==> config.mk <==
export PLATFORM = sky130hd
export DESIGN_NAME = serial_frame_receiver_checksum_unit
export DESIGN_NICKNAME = d
export VERILOG_FILES = /design/src/rtl/core/sfr_pkg.sv /design/src/rtl/core/sfr_front.sv /design/src/rtl/core/sfr_queue.sv /design/src/rtl/core/sfr_back.sv /design/src/rtl/core/serial_frame_receiver_checksum_unit.sv
export SDC_FILE = /design/constraint.sdc
export NUM_CORES = 1
export LEC_CHECK = 0
export ABC_AREA = 1
export BUFFER_PORTS_ARGS = -buffer_cell sky130_fd_sc_hd__buf_2
export CAP_MARGIN = 20
export CORE_MARGIN = 3
export CORE_UTILIZATION = 30
export CTS_CLUSTER_SIZE = 24
export DETAILED_ROUTE_END_ITERATION = 6
export GPL_TIMING_DRIVEN = 0
export PLACE_DENSITY_LB_ADDON = 0.3
export SYNTH_ARGS = -nofsm -noshare
export SYNTH_HDL_FRONTEND = slang
export SYNTH_SLANG_ARGS = --single-unit
==> constraint.sdc <==
create_clock -name i_clk -period 2.7 [get_ports i_clk]
set_clock_uncertainty 0.2 [all_clocks]
set_input_delay 0.27 -clock i_clk [delete_from_list [all_inputs] [get_ports i_clk]]
set_output_delay 0.27 -clock i_clk [all_outputs]
set_load 0.01 [all_outputs]
==> src/rtl/core/sfr_pkg.sv <==
// Shared constants, codes and types of the serial frame receiver.
`timescale 1ns / 1ps
package sfr_pkg;

    localparam int MAX_PAYLOAD = 16;
    localparam int HDR_BYTES   = 5;
    localparam int POS_W       = $clog2(HDR_BYTES + MAX_PAYLOAD + 1);
    localparam int LEN_W       = 5;
    localparam int IDX_W       = 4;
    localparam int CFG_IDX_W   = 2;
    localparam int Q_DEPTH     = 2;
    localparam int Q_AW        = $clog2(Q_DEPTH);
    localparam int Q_CW        = $clog2(Q_DEPTH + 1);

    localparam logic [7:0] CHECK_BASE     = 8'hFC;
    localparam logic [7:0] SYNC_RESET     = 8'hFC;
    localparam logic [7:0] PRE1_RESET     = 8'h04;
    localparam logic [7:0] PRE2_RESET     = 8'h03;
    localparam logic [7:0] MAX_LEN_BYTE   = 8'(MAX_PAYLOAD);

    localparam logic [7:0] TYPE_REQ_LO    = 8'h48;
    localparam logic [7:0] TYPE_REQ_HI    = 8'h4C;
    localparam logic [7:0] TYPE_RSP_LO    = 8'h68;
    localparam logic [7:0] TYPE_RSP_HI    = 8'h6C;
    localparam logic [7:0] TYPE_CONNECT   = 8'h5A;
    localparam logic [7:0] TYPE_CONN_RSP  = 8'h7A;

    localparam logic [CFG_IDX_W-1:0] CFG_SYNC = 2'd0;
    localparam logic [CFG_IDX_W-1:0] CFG_PRE1 = 2'd1;
    localparam logic [CFG_IDX_W-1:0] CFG_PRE2 = 2'd2;

    localparam logic [POS_W-1:0] POS_HUNT = POS_W'(0);
    localparam logic [POS_W-1:0] POS_TYPE = POS_W'(1);
    localparam logic [POS_W-1:0] POS_PRE1 = POS_W'(2);
    localparam logic [POS_W-1:0] POS_PRE2 = POS_W'(3);
    localparam logic [POS_W-1:0] POS_LEN  = POS_W'(4);
    localparam logic [POS_W-1:0] POS_DATA = POS_W'(HDR_BYTES);

    typedef enum logic [2:0] {
        ERR_NONE     = 3'd0,
        ERR_TYPE     = 3'd1,
        ERR_PREAMBLE = 3'd2,
        ERR_LENGTH   = 3'd3,
        ERR_CHECKSUM = 3'd4
    } t_err;

    typedef struct packed {
        logic [7:0] data;
        logic       sync_hit;
        logic       type_known;
        logic       type_reply;
        logic       type_connect;
        logic       pre1_hit;
        logic       pre2_hit;
        logic       oversize;
    } t_item;

endpackage

==> src/rtl/core/sfr_front.sv <==
// Front end: configuration registers and per-byte classification.
`timescale 1ns / 1ps
module sfr_front (
    input  logic                           i_clk,
    input  logic                           i_rst_n,
    input  logic                           i_cfg_we,
    input  logic [sfr_pkg::CFG_IDX_W-1:0]  i_cfg_index,
    input  logic [7:0]                     i_cfg_data,
    input  logic                           i_in_valid,
    output logic                           o_in_ready,
    input  logic [7:0]                     i_rx_byte,
    output logic                           o_push_valid,
    output sfr_pkg::t_item                 o_push_item,
    input  logic                           i_push_ready
);
    import sfr_pkg::*;

    logic [7:0] r_sync;
    logic [7:0] r_pre1;
    logic [7:0] r_pre2;

    always_ff @(posedge i_clk) begin
        if (!i_rst_n) begin
            r_sync <= SYNC_RESET;
            r_pre1 <= PRE1_RESET;
            r_pre2 <= PRE2_RESET;
        end else if (i_cfg_we) begin
            unique case (i_cfg_index)
                CFG_SYNC: r_sync <= i_cfg_data;
                CFG_PRE1: r_pre1 <= i_cfg_data;
                CFG_PRE2: r_pre2 <= i_cfg_data;
                default: ;
            endcase
        end
    end

    logic is_req;
    logic is_rsp;

    always_comb begin
        is_req = (i_rx_byte >= TYPE_REQ_LO) && (i_rx_byte <= TYPE_REQ_HI);
        is_rsp = (i_rx_byte >= TYPE_RSP_LO) && (i_rx_byte <= TYPE_RSP_HI);
        o_push_item.data         = i_rx_byte;
        o_push_item.sync_hit     = (i_rx_byte == r_sync);
        o_push_item.type_known   = is_req || is_rsp || (i_rx_byte == TYPE_CONNECT)
                                   || (i_rx_byte == TYPE_CONN_RSP);
        o_push_item.type_reply   = is_req;
        o_push_item.type_connect = (i_rx_byte == TYPE_CONNECT);
        o_push_item.pre1_hit     = (i_rx_byte == r_pre1);
        o_push_item.pre2_hit     = (i_rx_byte == r_pre2);
        o_push_item.oversize     = (i_rx_byte > MAX_LEN_BYTE);
    end

    assign o_push_valid = i_in_valid;
    assign o_in_ready   = i_push_ready;

endmodule

==> src/rtl/core/sfr_queue.sv <==
// Two-entry item queue between the classifier and the frame parser.
`timescale 1ns / 1ps
module sfr_queue (
    input  logic            i_clk,
    input  logic            i_rst_n,
    input  logic            i_push_valid,
    input  sfr_pkg::t_item  i_push_item,
    output logic            o_push_ready,
    output logic            o_pop_valid,
    output sfr_pkg::t_item  o_pop_item,
    input  logic            i_pop_ready
);
    import sfr_pkg::*;

    t_item            r_mem [Q_DEPTH];
    logic [Q_AW-1:0]  r_wr_ptr;
    logic [Q_AW-1:0]  r_rd_ptr;
    logic [Q_CW-1:0]  r_count;
    logic             push;
    logic             pop;

    assign o_push_ready = (r_count != Q_CW'(Q_DEPTH));
    assign o_pop_valid  = (r_count != '0);
    assign o_pop_item   = r_mem[r_rd_ptr];
    assign push         = i_push_valid && o_push_ready;
    assign pop          = o_pop_valid && i_pop_ready;

    always_ff @(posedge i_clk) begin
        if (push) begin
            r_mem[r_wr_ptr] <= i_push_item;
        end
    end

    always_ff @(posedge i_clk) begin
        if (!i_rst_n) begin
            r_wr_ptr <= '0;
            r_rd_ptr <= '0;
            r_count  <= '0;
        end else begin
            if (push) begin
                r_wr_ptr <= (r_wr_ptr == Q_AW'(Q_DEPTH - 1)) ? '0 : r_wr_ptr + 1'b1;
            end
            if (pop) begin
                r_rd_ptr <= (r_rd_ptr == Q_AW'(Q_DEPTH - 1)) ? '0 : r_rd_ptr + 1'b1;
            end
            case ({push, pop})
                2'b10:   r_count <= r_count + 1'b1;
                2'b01:   r_count <= r_count - 1'b1;
                default: r_count <= r_count;
            endcase
        end
    end

    a_count_bound: assert property (@(posedge i_clk) disable iff (!i_rst_n)
        r_count <= Q_CW'(Q_DEPTH))
        else $error("queue count beyond depth");

    a_no_pop_empty: assert property (@(posedge i_clk) disable iff (!i_rst_n)
        (r_count == '0) && !push |=> (r_count == '0))
        else $error("queue count moved without a push");

    a_full_then_pop: assert property (@(posedge i_clk) disable iff (!i_rst_n)
        (r_count == Q_CW'(Q_DEPTH)) && pop |=> (r_count == Q_CW'(Q_DEPTH - 1)))
        else $error("full queue miscounted on pop");

endmodule

==> src/rtl/core/sfr_back.sv <==
// Back end: frame position tracking, checksum and the registered result.
`timescale 1ns / 1ps
module sfr_back (
    input  logic                         i_clk,
    input  logic                         i_rst_n,
    input  logic                         i_pop_valid,
    input  sfr_pkg::t_item               i_pop_item,
    output logic                         o_pop_ready,
    output logic                         o_res_valid,
    input  logic                         i_res_ready,
    output logic                         o_payload_valid,
    output logic [sfr_pkg::IDX_W-1:0]    o_payload_index,
    output logic [7:0]                   o_payload_byte,
    output logic                         o_frame_done,
    output logic [2:0]                   o_frame_error,
    output logic [7:0]                   o_packet_type,
    output logic [sfr_pkg::LEN_W-1:0]    o_payload_length,
    output logic                         o_reply_request,
    output logic                         o_connect_request,
    output logic [7:0]                   o_active_message
);
    import sfr_pkg::*;

    logic [POS_W-1:0] r_pos,   n_pos;
    logic [LEN_W-1:0] r_len,   n_len;
    logic [7:0]       r_sum,   n_sum;
    logic [7:0]       r_type,  n_type;
    logic             r_treq,  n_treq;
    logic             r_tconn, n_tconn;
    logic [7:0]       r_msg,   n_msg;

    logic             r_res_valid;
    logic             r_pv,    n_pv;
    logic [IDX_W-1:0] r_idx,   n_idx;
    logic [7:0]       r_pbyte, n_pbyte;
    logic             r_done,  n_done;
    t_err             r_err,   n_err;
    logic             r_reply, n_reply;
    logic             r_conn,  n_conn;

    logic             pop;
    logic [POS_W-1:0] last;
    logic [7:0]       c;

    assign o_pop_ready = !r_res_valid || i_res_ready;
    assign pop         = i_pop_valid && o_pop_ready;
    assign last        = POS_DATA + POS_W'(r_len);
    assign c           = i_pop_item.data;

    always_comb begin
        n_pos   = r_pos;
        n_len   = r_len;
        n_sum   = r_sum;
        n_type  = r_type;
        n_treq  = r_treq;
        n_tconn = r_tconn;
        n_msg   = r_msg;
        n_pv    = 1'b0;
        n_idx   = '0;
        n_pbyte = '0;
        n_done  = 1'b0;
        n_err   = ERR_NONE;
        n_reply = 1'b0;
        n_conn  = 1'b0;
        if (r_pos == POS_HUNT) begin
            if (i_pop_item.sync_hit) begin
                n_sum = c;
                n_pos = POS_TYPE;
            end
        end else if (r_pos == POS_TYPE) begin
            if (i_pop_item.type_known) begin
                n_type  = c;
                n_treq  = i_pop_item.type_reply;
                n_tconn = i_pop_item.type_connect;
                n_sum   = r_sum + c;
                n_pos   = POS_PRE1;
            end else begin
                n_err = ERR_TYPE;
                n_pos = POS_HUNT;
            end
        end else if (r_pos == POS_PRE1 || r_pos == POS_PRE2) begin
            if ((r_pos == POS_PRE1) ? i_pop_item.pre1_hit : i_pop_item.pre2_hit) begin
                n_sum = r_sum + c;
                n_pos = r_pos + 1'b1;
            end else begin
                n_err = ERR_PREAMBLE;
                n_pos = POS_HUNT;
            end
        end else if (r_pos == POS_LEN) begin
            if (i_pop_item.oversize) begin
                n_err = ERR_LENGTH;
                n_pos = POS_HUNT;
            end else begin
                n_len = c[LEN_W-1:0];
                n_sum = r_sum + c;
                n_pos = POS_DATA;
            end
        end else if (r_pos < last) begin
            n_pv    = 1'b1;
            n_idx   = IDX_W'(r_pos - POS_DATA);
            n_pbyte = c;
            n_sum   = r_sum + c;
            n_pos   = r_pos + 1'b1;
        end else begin
            n_pos = POS_HUNT;
            if (c == CHECK_BASE - r_sum) begin
                n_done = 1'b1;
                if (r_treq) begin
                    n_reply = 1'b1;
                    n_msg   = r_type;
                end else if (r_tconn) begin
                    n_conn = 1'b1;
                end
            end else begin
                n_err = ERR_CHECKSUM;
            end
        end
    end

    always_ff @(posedge i_clk) begin
        if (!i_rst_n) begin
            r_pos       <= POS_HUNT;
            r_len       <= '0;
            r_sum       <= '0;
            r_type      <= '0;
            r_treq      <= 1'b0;
            r_tconn     <= 1'b0;
            r_msg       <= '0;
            r_res_valid <= 1'b0;
        end else if (pop) begin
            r_pos       <= n_pos;
            r_len       <= n_len;
            r_sum       <= n_sum;
            r_type      <= n_type;
            r_treq      <= n_treq;
            r_tconn     <= n_tconn;
            r_msg       <= n_msg;
            r_res_valid <= 1'b1;
        end else if (i_res_ready) begin
            r_res_valid <= 1'b0;
        end
    end

    always_ff @(posedge i_clk) begin
        if (pop) begin
            r_pv    <= n_pv;
            r_idx   <= n_idx;
            r_pbyte <= n_pbyte;
            r_done  <= n_done;
            r_err   <= n_err;
            r_reply <= n_reply;
            r_conn  <= n_conn;
        end
    end

    assign o_res_valid       = r_res_valid;
    assign o_payload_valid   = r_pv;
    assign o_payload_index   = r_idx;
    assign o_payload_byte    = r_pbyte;
    assign o_frame_done      = r_done;
    assign o_frame_error     = r_err;
    assign o_packet_type     = r_type;
    assign o_payload_length  = r_len;
    assign o_reply_request   = r_reply;
    assign o_connect_request = r_conn;
    assign o_active_message  = r_msg;

    a_pos_in_frame: assert property (@(posedge i_clk) disable iff (!i_rst_n)
        r_pos <= last)
        else $error("frame position past checksum byte");

    a_done_no_error: assert property (@(posedge i_clk) disable iff (!i_rst_n)
        r_res_valid && r_done |-> (r_err == ERR_NONE) && !r_pv)
        else $error("frame done with error or payload flag");

    a_reply_latched: assert property (@(posedge i_clk) disable iff (!i_rst_n)
        r_res_valid && r_reply |-> r_done && (r_msg == r_type) && !r_conn)
        else $error("reply request without latched message");

    a_error_hunts: assert property (@(posedge i_clk) disable iff (!i_rst_n)
        pop && (n_err != ERR_NONE) |=> (r_pos == POS_HUNT))
        else $error("parser did not return to hunting after error");

endmodule

==> src/rtl/core/serial_frame_receiver_checksum_unit.sv <==
// Top level of the serial frame receiver with additive checksum.
//
// Input channel: one received byte per item on i_rx_byte (i_in_valid / o_in_ready).
// Output channel: one result item per input item (o_res_valid / i_res_ready),
// carrying payload flag, index and byte, frame done, error code, packet type,
// declared length, reply and connect pulses and the latched message code.
// Configuration: i_cfg_we writes i_cfg_data into register i_cfg_index
// (0 sync byte, 1 first preamble byte, 2 second preamble byte); write only
// while no item is in flight. Other indexes are ignored.
// An accepted byte is registered in the queue, then in the result register.
// Throughput: one item per cycle while i_res_ready is high, set by the parser's
// position/checksum update. A two-entry queue separates classification from
// parsing; a new item enters the parser once the previous result is accepted.
// Reset clears the parser to sync hunting, restores the register defaults and
// empties the queue. When the receiver stalls, the result is held, the queue
// fills, and o_in_ready drops once two items are waiting.
`timescale 1ns / 1ps
module serial_frame_receiver_checksum_unit (
    input  logic                           i_clk,
    input  logic                           i_rst_n,
    input  logic                           i_cfg_we,
    input  logic [sfr_pkg::CFG_IDX_W-1:0]  i_cfg_index,
    input  logic [7:0]                     i_cfg_data,
    input  logic                           i_in_valid,
    output logic                           o_in_ready,
    input  logic [7:0]                     i_rx_byte,
    output logic                           o_res_valid,
    input  logic                           i_res_ready,
    output logic                           o_payload_valid,
    output logic [3:0]                     o_payload_index,
    output logic [7:0]                     o_payload_byte,
    output logic                           o_frame_done,
    output logic [2:0]                     o_frame_error,
    output logic [7:0]                     o_packet_type,
    output logic [4:0]                     o_payload_length,
    output logic                           o_reply_request,
    output logic                           o_connect_request,
    output logic [7:0]                     o_active_message
);
    import sfr_pkg::*;

    logic  push_valid;
    logic  push_ready;
    t_item push_item;
    logic  pop_valid;
    logic  pop_ready;
    t_item pop_item;

    sfr_front u_front (
        .i_clk        (i_clk),
        .i_rst_n      (i_rst_n),
        .i_cfg_we     (i_cfg_we),
        .i_cfg_index  (i_cfg_index),
        .i_cfg_data   (i_cfg_data),
        .i_in_valid   (i_in_valid),
        .o_in_ready   (o_in_ready),
        .i_rx_byte    (i_rx_byte),
        .o_push_valid (push_valid),
        .o_push_item  (push_item),
        .i_push_ready (push_ready)
    );

    sfr_queue u_queue (
        .i_clk        (i_clk),
        .i_rst_n      (i_rst_n),
        .i_push_valid (push_valid),
        .i_push_item  (push_item),
        .o_push_ready (push_ready),
        .o_pop_valid  (pop_valid),
        .o_pop_item   (pop_item),
        .i_pop_ready  (pop_ready)
    );

    sfr_back u_back (
        .i_clk             (i_clk),
        .i_rst_n           (i_rst_n),
        .i_pop_valid       (pop_valid),
        .i_pop_item        (pop_item),
        .o_pop_ready       (pop_ready),
        .o_res_valid       (o_res_valid),
        .i_res_ready       (i_res_ready),
        .o_payload_valid   (o_payload_valid),
        .o_payload_index   (o_payload_index),
        .o_payload_byte    (o_payload_byte),
        .o_frame_done      (o_frame_done),
        .o_frame_error     (o_frame_error),
        .o_packet_type     (o_packet_type),
        .o_payload_length  (o_payload_length),
        .o_reply_request   (o_reply_request),
        .o_connect_request (o_connect_request),
        .o_active_message  (o_active_message)
    );

endmodule

==> results.sh, run 1 <==
export IMPL_worst_path_largest_cell_delay_ns=0.38
export IMPL_drc_errors=0
export IMPL_core_mm2=0.0191
export IMPL_end_kind="flop"
export IMPL_start_kind="flop"
export IMPL_async_reset_ff_frac=0
export IMPL_synth_seq_area_share=0.471
export IMPL_arrival_ns=2.70
export IMPL_detail_route_antenna_nets=0
export IMPL_synth_top_area_cell="edfxtp_1"
export IMPL_clock_power_share=0.276
export IMPL_setup_worst_path_class="flop to flop"
export IMPL_multi_input_area_mm2=0.00272
export IMPL_synth_area_per_cell_um2=8.18
export IMPL_yosysWarningCount=0
export IMPL_grt_first_pass_wirelength_um=25100
export IMPL_hpwlAfterDp_um=11500
export IMPL_antenna_cells=0
export IMPL_cp_required_ns=2.84
export IMPL_holdPathEnd="u_front.r_sync[6]"
export IMPL_finalWirelength_um=15900
export IMPL_die_w_um=147
export IMPL_initial_utilization=0.311
export IMPL_syn_to_final_growth_pct=27.3
export IMPL_fillers=1950
export IMPL_dpl_worst_slack_ns=-0.491
export IMPL_ys_ff_latch=115
export IMPL_syn_inst=725
export IMPL_total_leakage_power_uw=0.00330
export IMPL_hp_class="input pin to flop"
export IMPL_syn_area_mm2=0.00593
export IMPL_ys_top_cells_by_count="140 x nand2_1, 93 x nor2_1, 82 x inv_1, 66 x dfxtp_1"
export IMPL_place_congestion=0.924
export IMPL_path_max_fanout=9
export IMPL_path_cells="inv_8 > buf_8 > or2_4 > o21ai_4 > inv_2 > ha_4 > inv_4 > nand3_4 > nor2_4 > buf_4 > nand2_2 > nor2_4 > nand4_4 > nor2_8 > nor2_1 > nor2_1"
export IMPL_pwr_share_seq=0.316
export IMPL_fin_crit_sh=0.949
export IMPL_hold_viol=0
export IMPL_drive_gt1_frac=0.200
export IMPL_path_clk_slew_ns=0.05
export IMPL_grt_pass1_vias=4868
export IMPL_internal_power_uw=4720
export IMPL_grt_setup_unrepaired="true"
export IMPL_portBuffers=63
export IMPL_outcome="finished clean"
export IMPL_cts_path_max_buffers=2
export IMPL_dieArea_mm2=0.0215
export IMPL_slew_headroom=0.348
export IMPL_ir_drop_v=0.000549
export IMPL_powerDensity_mw_per_mm2=1000
export IMPL_yosysMostFrequentCell="nand2_1"
export IMPL_grt_max_degree=20
export IMPL_hp_start="i_cfg_index[1]"
export IMPL_p_sw_frac=0.376
export IMPL_p_sw_uw=2850
export IMPL_synth_area_leaders="edfxtp_1 25%, dfxtp_1 22%, nand2_1 8.9%"
export IMPL_antenna_found_initial=0
export IMPL_whs_path_depth=4
export IMPL_drtIter0Drc=349
export IMPL_cts_sinks=115
export IMPL_rows=50
export IMPL_htreeDepth=4
export IMPL_p_comb_frac=0.408
export IMPL_wl_per_cell_um=14.2
export IMPL_final_nets=888
export IMPL_synth_top_area_share=0.248
export IMPL_clock_latency_ns=0.41
export IMPL_setup_violations_final=0
export IMPL_worst_r2r_setup_slack_ns=0.14
export IMPL_tightest_slew_ns=0.968
export IMPL_whs_ns=0.0815
export IMPL_num_vias=5165
export IMPL_crit_path_top_delay_cell="dfxtp_4"
export IMPL_dr_pass1_iters=5
export IMPL_cap_violations=0
export IMPL_maxSlewViolCount=0
export IMPL_period_needed_ns=2.56
export IMPL_vias_per_cell=4.62
export IMPL_cts_made_buffers=17
export IMPL_grtUsageTotal=0.149
export IMPL_cts_tree="yes"
export IMPL_synth_edff_count=49
export IMPL_fin_ws_ns=0.138
export IMPL_synth_net_count=768
export IMPL_ys_flop_type="dfxtp_1"
export IMPL_io_pins=65
export IMPL_seqCellArea_mm2=0.00280
export IMPL_fmax_mhz=390
export IMPL_rr_worst_depth=16
export IMPL_r2r_end="u_back.o_active_message[6]"
export IMPL_die_y_um=147
export IMPL_grt_overflow=0
export IMPL_synthDistinctLibCells=45
export IMPL_clockRootBuffer="clkbuf_16"
==> worst max path at each step <==
| stage | startpoint | end | slack, ns | cells after the start |
|---|---|---|---|---|
| detailed placement | flop | u_back.o_active_message[0] | -0.49 | 15 |
| CTS | flop | u_back.o_active_message[6] | -0.01 | 16 |
| global route | u_back.o_payload_length[0] | u_back.r_sum[1] | -0.08 | 14 |
| global placement | flop | u_back.o_active_message[5] | -0.53 | 15 |
| floorplan | u_back.o_res_valid | u_queue.r_count[1] | 0.23 | 9 |
| finish | flop | u_back.o_active_message[6] | 0.14 | 16 |
==> stage by stage <==
step | setup TNS [ns] | total power (µW) | cells | instance area [µm²] | util
3_5_place_dp | -6.75 | 5100 | 1051 | 6610 | 0.346
4_1_cts | -0.0133 | 7330 | 1105 | 7380 | 0.387
5_1_grt | -0.249 | 8070 | 1118 | 7550 | 0.396
6_report | 0 | 7570 | 1118 | 7550 | 0.396
2_1_floorplan | 0 | 4290 | 725 | 5930 | -
3_3_place_gp | -7.51 | 5080 | 1048 | 6570 | 0.344
==> layout make-up <==
class                           instances  share of cell area
Buffer                                 24              0.0204
Clock buffer                           25              0.0603
Clock inverter                          7              0.0111
Inverter                               87              0.0446
Multi-Input combinational cell        499               0.360
Sequential cell                       115               0.371
Tap cell                              260              0.0431
Timing Repair Buffer                  101              0.0893
==> cell families after synthesis <==
kind of cell,share of synthesized area
compound gates,0.0964
xor+xnor,0.0384
fa+ha+maj,0.0435
buf+inv,0.0802
flops,0.471
mux,0.00169
simple gates,0.269
==> what timing repair did <==
action | CTS | global route
cloned | 0 | 2
endpoints found under the setup margin | 29 | 28
endpoints found under the hold margin | 42 | 0
gates resized for setup | 10 | 22
hold buffers | 18 | 0
setup buffers | 4 | 11
pin swaps | 6 | 9
==> state kept, by name (all words and copies together) (netlist names), 2 cells and up, named ones only <==
name                     count
u_front.r_sync               8
u_queue.r_mem               30
u_back.o_payload_byte        8
u_back.o_active_message      8
u_front.r_pre2               8
u_back.r_pos                 5
u_back.r_sum                 8
u_back.o_frame_error         3
u_back.o_payload_length      5
u_back.o_packet_type         8
u_queue.r_count              2
u_front.r_pre1               8
u_back.o_payload_index       4
==> worst max-delay path, delay by kind of cell, from the launching register on <==
kind	cells	cell delay [ns]
adder cells (fa/ha/maj)	1	0.25
AND/OR/NAND/NOR	9	1.13
buffers and inverters	5	0.44
flip-flops	1	0.38
AO/OA/AOI/OAI	1	0.09
==> metal layers <==
layer / GRT usage / vias up / share of wire
met5: 0 / - / 0
met4: 0.0428 / 0 / 0.013
met3: 0.0369 / 17 / 0.048
met2: 0.252 / 128 / 0.49
met1: 0.187 / 2391 / 0.45
li1: - / 2629 / -
==> cells in the final DEF, fill, tap and decap left out, types with 18 or more instances in the layout <==
cell and n:
nand2_1 139, nor2_1 93, inv_1 77, buf_2 68, dfxtp_1 63, edfxtp_1 49, o21ai_0 46, nand3_1 44
a21oi_1 39, nand4_1 19, clkbuf_1 19, clkbuf_16 18, dlygate4sd3_1 18
==> power groups by stage <==
stage	combinational, µW	clock, µW	sequential (µW)
finish	3090	2090	2390
global route	3440	2200	2430
CTS	2820	2130	2380
detailed placement	2690	0	2410
global placement	2670	0	2410
floorplan	1820	0	2460
No activity file was read; power rests on OpenSTA's default activity.
==> run 2, diff against run 1 <==
==> constraint.sdc (replaced) <==
create_clock -name i_clk -period 2.35 [get_ports i_clk]
set_clock_uncertainty 0.2 [all_clocks]
set_input_delay 0.235 -clock i_clk [delete_from_list [all_inputs] [get_ports i_clk]]
set_output_delay 0.235 -clock i_clk [all_outputs]
set_load 0.01 [all_outputs]
==> run 2 against run 1 <==
Net effect: the run now ends with negative setup slack left; worst hold slack lost 0.030 ns; sequential cell count did not move; sequential share of layout area is 0.64 points lower; non-clock buffer count is 1 higher; via count shrank 0.76%; count of clock-buffer cells in the layout fell by 5; critical path depth shrank 2; largest cell class is now multi-input gates.
==> results.sh, run 2 (synthesis results as in run 1) <==
export IMPL_cts_path_max_buffers=2
export IMPL_place_congestion=0.906
export IMPL_wl_per_cell_um=14.3
export IMPL_antenna_found_initial=0
export IMPL_hpwlAfterDp_um=11600
export IMPL_vias_per_cell=4.58
export IMPL_cts_made_buffers=17
export IMPL_total_leakage_power_uw=0.00336
export IMPL_portBuffers=63
export IMPL_clock_power_share=0.276
export IMPL_fmax_mhz=406
export IMPL_cts_sinks=115
export IMPL_cts_tree="yes"
export IMPL_fin_ws_ns=-0.116
export IMPL_period_needed_ns=2.47
export IMPL_outcome="complete, but fails checks"
export IMPL_detail_route_antenna_nets=0
export IMPL_report_power_total_uw=8770
export IMPL_path_max_fanout=5
export IMPL_tightest_slew_ns=0.930
export IMPL_rows=50
export IMPL_drive_gt1_frac=0.239
export IMPL_largest_reg_flops=30
export IMPL_fin_crit_sh=1.05
export IMPL_end_kind="flop"
export IMPL_holdPathEnd="u_back.o_packet_type[1]"
export IMPL_grt_setup_unrepaired="true"
export IMPL_p_sw_frac=0.379
export IMPL_final_area_mm2=0.00771
export IMPL_path_cells="ha_4 > buf_4 > xor2_1 > ha_1 > nand2_1 > inv_1 > o21ai_2 > nand3_2 > nand2_4 > nand3_4 > nor2_4 > buf_6 > nand3_2 > a21oi_1"
export IMPL_p_comb_frac=0.409
export IMPL_htreeDepth=4
export IMPL_num_vias=5126
export IMPL_path_clk_slew_ns=0.06
export IMPL_arrival_ns=2.60
export IMPL_hp_class="input pin to flop"
export IMPL_initial_utilization=0.311
export IMPL_clockRootBuffer="clkbuf_16"
export IMPL_hp_start="i_rst_n"
export IMPL_setup_violations_final=31
export IMPL_regMostFlops="u_queue.r_mem"
export IMPL_grt_first_pass_wirelength_um=25800
export IMPL_grt_pass1_vias=4940
export IMPL_maxSlewViolCount=0
export IMPL_clock_latency_ns=0.42
export IMPL_grtUsageTotal=0.152
export IMPL_whs_path_depth=3
export IMPL_pwr_share_seq=0.314
export IMPL_antenna_cells=0
export IMPL_timing_rr_start="u_back.o_payload_length[1]"
export IMPL_cp_required_ns=2.49
export IMPL_die_w_um=147
export IMPL_grt_overflow=0
export IMPL_syn_to_final_growth_pct=30.0
export IMPL_crit_path_top_delay_cell="dfxtp_4"
export IMPL_cap_violations=0
export IMPL_fillers=1956
export IMPL_slew_headroom=0.375
export IMPL_dpl_instance_area_mm2=0.00661
export IMPL_final_nets=889
export IMPL_hold_viol=0
export IMPL_p_sw_uw=3330
export IMPL_violations="negative setup slack"
export IMPL_worst_path_largest_cell_delay_ns=0.35
export IMPL_grt_max_degree=30
export IMPL_r2r_end="u_back.r_sum[7]"
export IMPL_layout_commonest_cell="nand2_1"
export IMPL_fin_util=0.404
export IMPL_crit_top_cell="nand3_2"
export IMPL_dr_pass1_iters=5
export IMPL_finalWirelength_um=16000
export IMPL_powerDensity_mw_per_mm2=1140
export IMPL_dieArea_mm2=0.0215
export IMPL_internal_power_uw=5440
export IMPL_io_pins=65
export IMPL_core_mm2=0.0191
export IMPL_cp_num_buf_inv=3
export IMPL_rr_worst_depth=14
export IMPL_die_y_um=147
export IMPL_drc_errors=0
export IMPL_layout_common_cells="137 x nand2_1, 89 x nor2_1, 74 x inv_1"
export IMPL_setup_worst_path_class="flop to flop"
export IMPL_worst_r2r_setup_slack_ns=-0.12
export IMPL_start_kind="flop"
export IMPL_ir_drop_v=0.000712
export IMPL_path_delay_family="simple AND/OR/NAND/NOR gates"
export IMPL_drtIter0Drc=292
## run 2: cell count changes in the layout (fill, tap and decap cells not counted), sizes merged
| cell | delta |
|---|---|
| clkbuf | -5 |
| clkinv | +3 |
| clkinvlp | +2 |
| buf | +1 |
## run 2: power by group through the flow
stage / registers (µW) / logic, µW / clock network, µW
3_3_place_gp: 2780 / 3030 / 0
2_1_floorplan: 2840 / 2110 / 0
5_1_grt: 2800 / 4010 / 2550
4_1_cts: 2750 / 3450 / 2470
6_report: 2760 / 3590 / 2420
3_5_place_dp: 2780 / 3060 / 0
## run 2: worst max-delay path by stage
stage,to,startpoint,slack (ns),cells past startpoint
floorplan,u_back.r_sum[6],flop,0.001,16
global route,u_back.r_sum[7],flop,-0.24,13
detailed placement,u_back.o_active_message[6],flop,-0.45,16
CTS,u_back.o_active_message[5],flop,-0.11,16
global placement,u_back.o_active_message[6],flop,-0.45,16
finish,u_back.r_sum[7],u_back.o_payload_length[1],-0.12,14
## run 2: routing by layer
layer	global-route usage	vias up	routed length [µm]
met5	0	-	0
met4	0.0621	0	408
met3	0.0348	22	615
met2	0.256	114	7790
met1	0.186	2351	7240
li1	-	2639	-
## run 2: through the flow
step	cells	setup WS [ns]	hold WS, ns	TNS, ns
finish	1119	-0.116	0.0513	-2.27
global route	1119	-0.242	0.0672	-5.52
CTS	1115	-0.110	0.0365	-1.42
detailed placement	1050	-0.451	0.236	-11.37
global placement	1048	-0.454	0.228	-10.75
floorplan	725	0.00123	0.134	0
## run 2: what timing repair did
action | 4_1_cts | 5_1_grt
endpoints found under the setup margin | 43 | 48
gates cloned | 1 | 0
pin swaps | 21 | 10
hold buffers | 18 | 0
hold endpoints to repair | 42 | 0
resized for setup | 50 | 22
setup buffers | 14 | 4
## run 2: cell type report
class | instances | area [µm²] | area share
multi-input combinational | 499 | 2840 | 0.368
sequential | 115 | 2810 | 0.364
clock inverter | 12 | 115 | 0.0149
timing repair buffer | 102 | 672 | 0.0872
tap | 260 | 325 | 0.0422
inverter | 87 | 334 | 0.0433
buffer | 24 | 181 | 0.0235
clock buffer | 20 | 437 | 0.0566
## run 2: worst min-delay path, cell delays in order
cell	delay, ns
clkbuf_1	0.20
o21ai_0	0.13
a21oi_1	0.05
==> run 3, diff against run 2 <==
--- a/config.mk
+++ b/config.mk
@@ -10,10 +10,13 @@
 export CAP_MARGIN = 20
 export CORE_MARGIN = 3
 export CORE_UTILIZATION = 30
+export CTS_BUF_LIST = sky130_fd_sc_hd__clkbuf_16
 export CTS_CLUSTER_SIZE = 24
 export DETAILED_ROUTE_END_ITERATION = 6
 export GPL_TIMING_DRIVEN = 0
 export PLACE_DENSITY_LB_ADDON = 0.3
+export RECOVER_POWER = 100
 export SYNTH_ARGS = -nofsm -noshare
 export SYNTH_HDL_FRONTEND = slang
 export SYNTH_SLANG_ARGS = --single-unit
+export TNS_END_PERCENT = 10
==> run 3 against run 2 <==
Net effect: the run still ends with negative setup slack left; sequential power barely moved; core utilization fell by 0.81 points; fmax rose by 0.36%; final cell count fell by 0.45%; sequential share of layout area rose by 0.74 points; count of clock-buffer cells in the layout fell by 3; largest cell class is now registers; largest power group unchanged.
==> results.sh, run 3 (synthesis results as in run 1) <==
export IMPL_outcome="complete, but fails checks"
export IMPL_violations="negative setup slack"
export IMPL_largest_reg_flops=30
export IMPL_drc_errors=0
export IMPL_multi_input_area_mm2=0.00281
export IMPL_syn_to_final_growth_pct=27.4
export IMPL_wl_per_cell_um=14.3
export IMPL_hold_viol=0
export IMPL_portBuffers=63
export IMPL_cap_violations=0
export IMPL_dieArea_mm2=0.0215
export IMPL_core_mm2=0.0191
export IMPL_setup_worst_path_class="flop to flop"
export IMPL_grt_overflow=0
export IMPL_grtUsageTotal=0.150
export IMPL_place_congestion=0.906
export IMPL_num_vias=5085
export IMPL_ir_drop_v=0.000696
export IMPL_fillers=1984
export IMPL_dr_pass1_iters=5
export IMPL_clock_latency_ns=0.42
export IMPL_grt_setup_unrepaired="true"
export IMPL_cts_path_max_buffers=2
export IMPL_arrival_ns=2.54
export IMPL_htreeDepth=4
export IMPL_layout_common_cells="137 x nand2_1, 91 x nor2_1, 79 x inv_1"
export IMPL_cts_sinks=115
export IMPL_regMostFlops="u_queue.r_mem"
export IMPL_dpl_cell_count=1050
export IMPL_antenna_found_initial=0
export IMPL_powerDensity_mw_per_mm2=1140
export IMPL_path_clk_slew_ns=0.05
export IMPL_layout_commonest_cell="nand2_1"
export IMPL_antenna_cells=0
export IMPL_initial_utilization=0.311
export IMPL_grt_max_degree=30
export IMPL_start_kind="flop"
export IMPL_r2r_end="u_back.r_sum[6]"
export IMPL_drtIter0Drc=310
export IMPL_grt_pass1_vias=4898
export IMPL_hp_class="input pin to flop"
export IMPL_vias_per_cell=4.56
export IMPL_maxSlewViolCount=0
export IMPL_detail_route_antenna_nets=0
export IMPL_holdPathEnd="u_back.o_packet_type[1]"
export IMPL_clockRootBuffer="clkbuf_16"
export IMPL_rr_worst_depth=16
export IMPL_total_leakage_power_uw=0.00317
export IMPL_worst_r2r_setup_slack_ns=-0.11
export IMPL_period_needed_ns=2.46
export IMPL_layoutNonFillerInstCount=1114
export IMPL_cts_made_buffers=17
export IMPL_grt_first_pass_wirelength_um=25700
export IMPL_final_nets=884
export IMPL_slew_headroom=0.381
export IMPL_hpwlAfterDp_um=11600
export IMPL_fin_crit_sh=1.05
export IMPL_setup_violations_final=21
export IMPL_whs_path_depth=3
export IMPL_hp_start="i_rst_n"
export IMPL_fin_ws_ns=-0.107
export IMPL_end_kind="flop"
export IMPL_seqCellArea_mm2=0.00281
export IMPL_fin_util=0.396
export IMPL_cp_required_ns=2.44
export IMPL_drive_gt1_frac=0.170
export IMPL_rows=50
export IMPL_die_w_um=147
export IMPL_fmax_mhz=407
export IMPL_die_y_um=147
export IMPL_cts_tree="yes"
export IMPL_tightest_slew_ns=0.921
export IMPL_path_max_fanout=4
export IMPL_io_pins=65
export IMPL_finalWirelength_um=15900
[run 3: cell types whose count changed in the layout (fill, tap and decap cells not counted), moves of 2 or more]
cell	delta
buf_2	-48
inv_1	+5
buf_4	-2
clkbuf_1	+45
buf_6	-5
nor2_1	+2
[run 3: what timing repair did]
item                                    4_1_cts  5_1_grt
hold buffers                                 18        0
endpoints found under the hold margin        42        0
pin swaps                                    20       11
setup buffers                                12        1
endpoints found under the setup margin       43       48
gates cloned                                  1        0
gates resized for setup                      38       21
[run 3: cell type report]
class | instances | area share
Timing Repair Buffer | 97 | 0.0737
Multi-Input combinational cell | 499 | 0.371
Clock buffer | 17 | 0.0563
Clock inverter | 15 | 0.0167
Inverter | 87 | 0.0439
Buffer | 24 | 0.0230
Tap cell | 260 | 0.0431
Sequential cell | 115 | 0.372
[run 3: critical path, stage by stage, from the launching register on]
cell and delay (ns):
dfxtp_2 0.36, inv_4 0.04, buf_8 0.12, or2_4 0.23
o21ai_4 0.10, inv_2 0.09, ha_4 0.16, inv_1 0.06
fa_1 0.17, inv_2 0.05, nand4_1 0.08, nand3_1 0.09
or2_2 0.28, nand3_1 0.06, o21ai_0 0.09, nand2_2 0.08
a21oi_2 0.05
[run 3: power breakdown]
part	total (µW)	leakage, µW	internal [µW]	switching, µW
sequential	2760	0.00101	2550	215
combinational	3430	0.00188	1240	2190
clock	2410	0.000278	1520	885
total	8600	0.00317	5310	3290
[run 3: how the worst max path moves through the flow]
stage / slack (ns) / endpoint / start / depth (start not counted)
6_report: -0.11 / u_back.r_sum[6] / flop / 16
5_1_grt: -0.25 / u_back.o_active_message[4] / u_back.o_payload_length[1] / 14
4_1_cts: -0.11 / u_back.o_active_message[5] / flop / 16
3_5_place_dp: -0.45 / u_back.o_active_message[6] / flop / 16
3_3_place_gp: -0.45 / u_back.o_active_message[6] / flop / 16
2_1_floorplan: 0.001 / u_back.r_sum[6] / flop / 16
[run 3: metal layers]
metal	GRT usage	share of wire	vias up
met1	0.186	0.45	2304
met5	0	0	-
met4	0.0564	0.026	0
met3	0.0338	0.044	27
li1	-	-	2621
met2	0.256	0.48	133
[run 3: per-stage QoR]
stage / setup slack, ns / power [µW] / instance area, µm² / setup TNS, ns / hold WS [ns]
2_1_floorplan: 0.00123 / 4950 / 5950 / 0 / 0.134
3_3_place_gp: -0.454 / 5810 / 6590 / -10.75 / 0.228
3_5_place_dp: -0.451 / 5840 / 6610 / -11.37 / 0.236
4_1_cts: -0.108 / 8600 / 7550 / -1.44 / 0.0365
5_1_grt: -0.246 / 9190 / 7550 / -5.92 / 0.0685
6_report: -0.107 / 8600 / 7550 / -1.26 / 0.0452
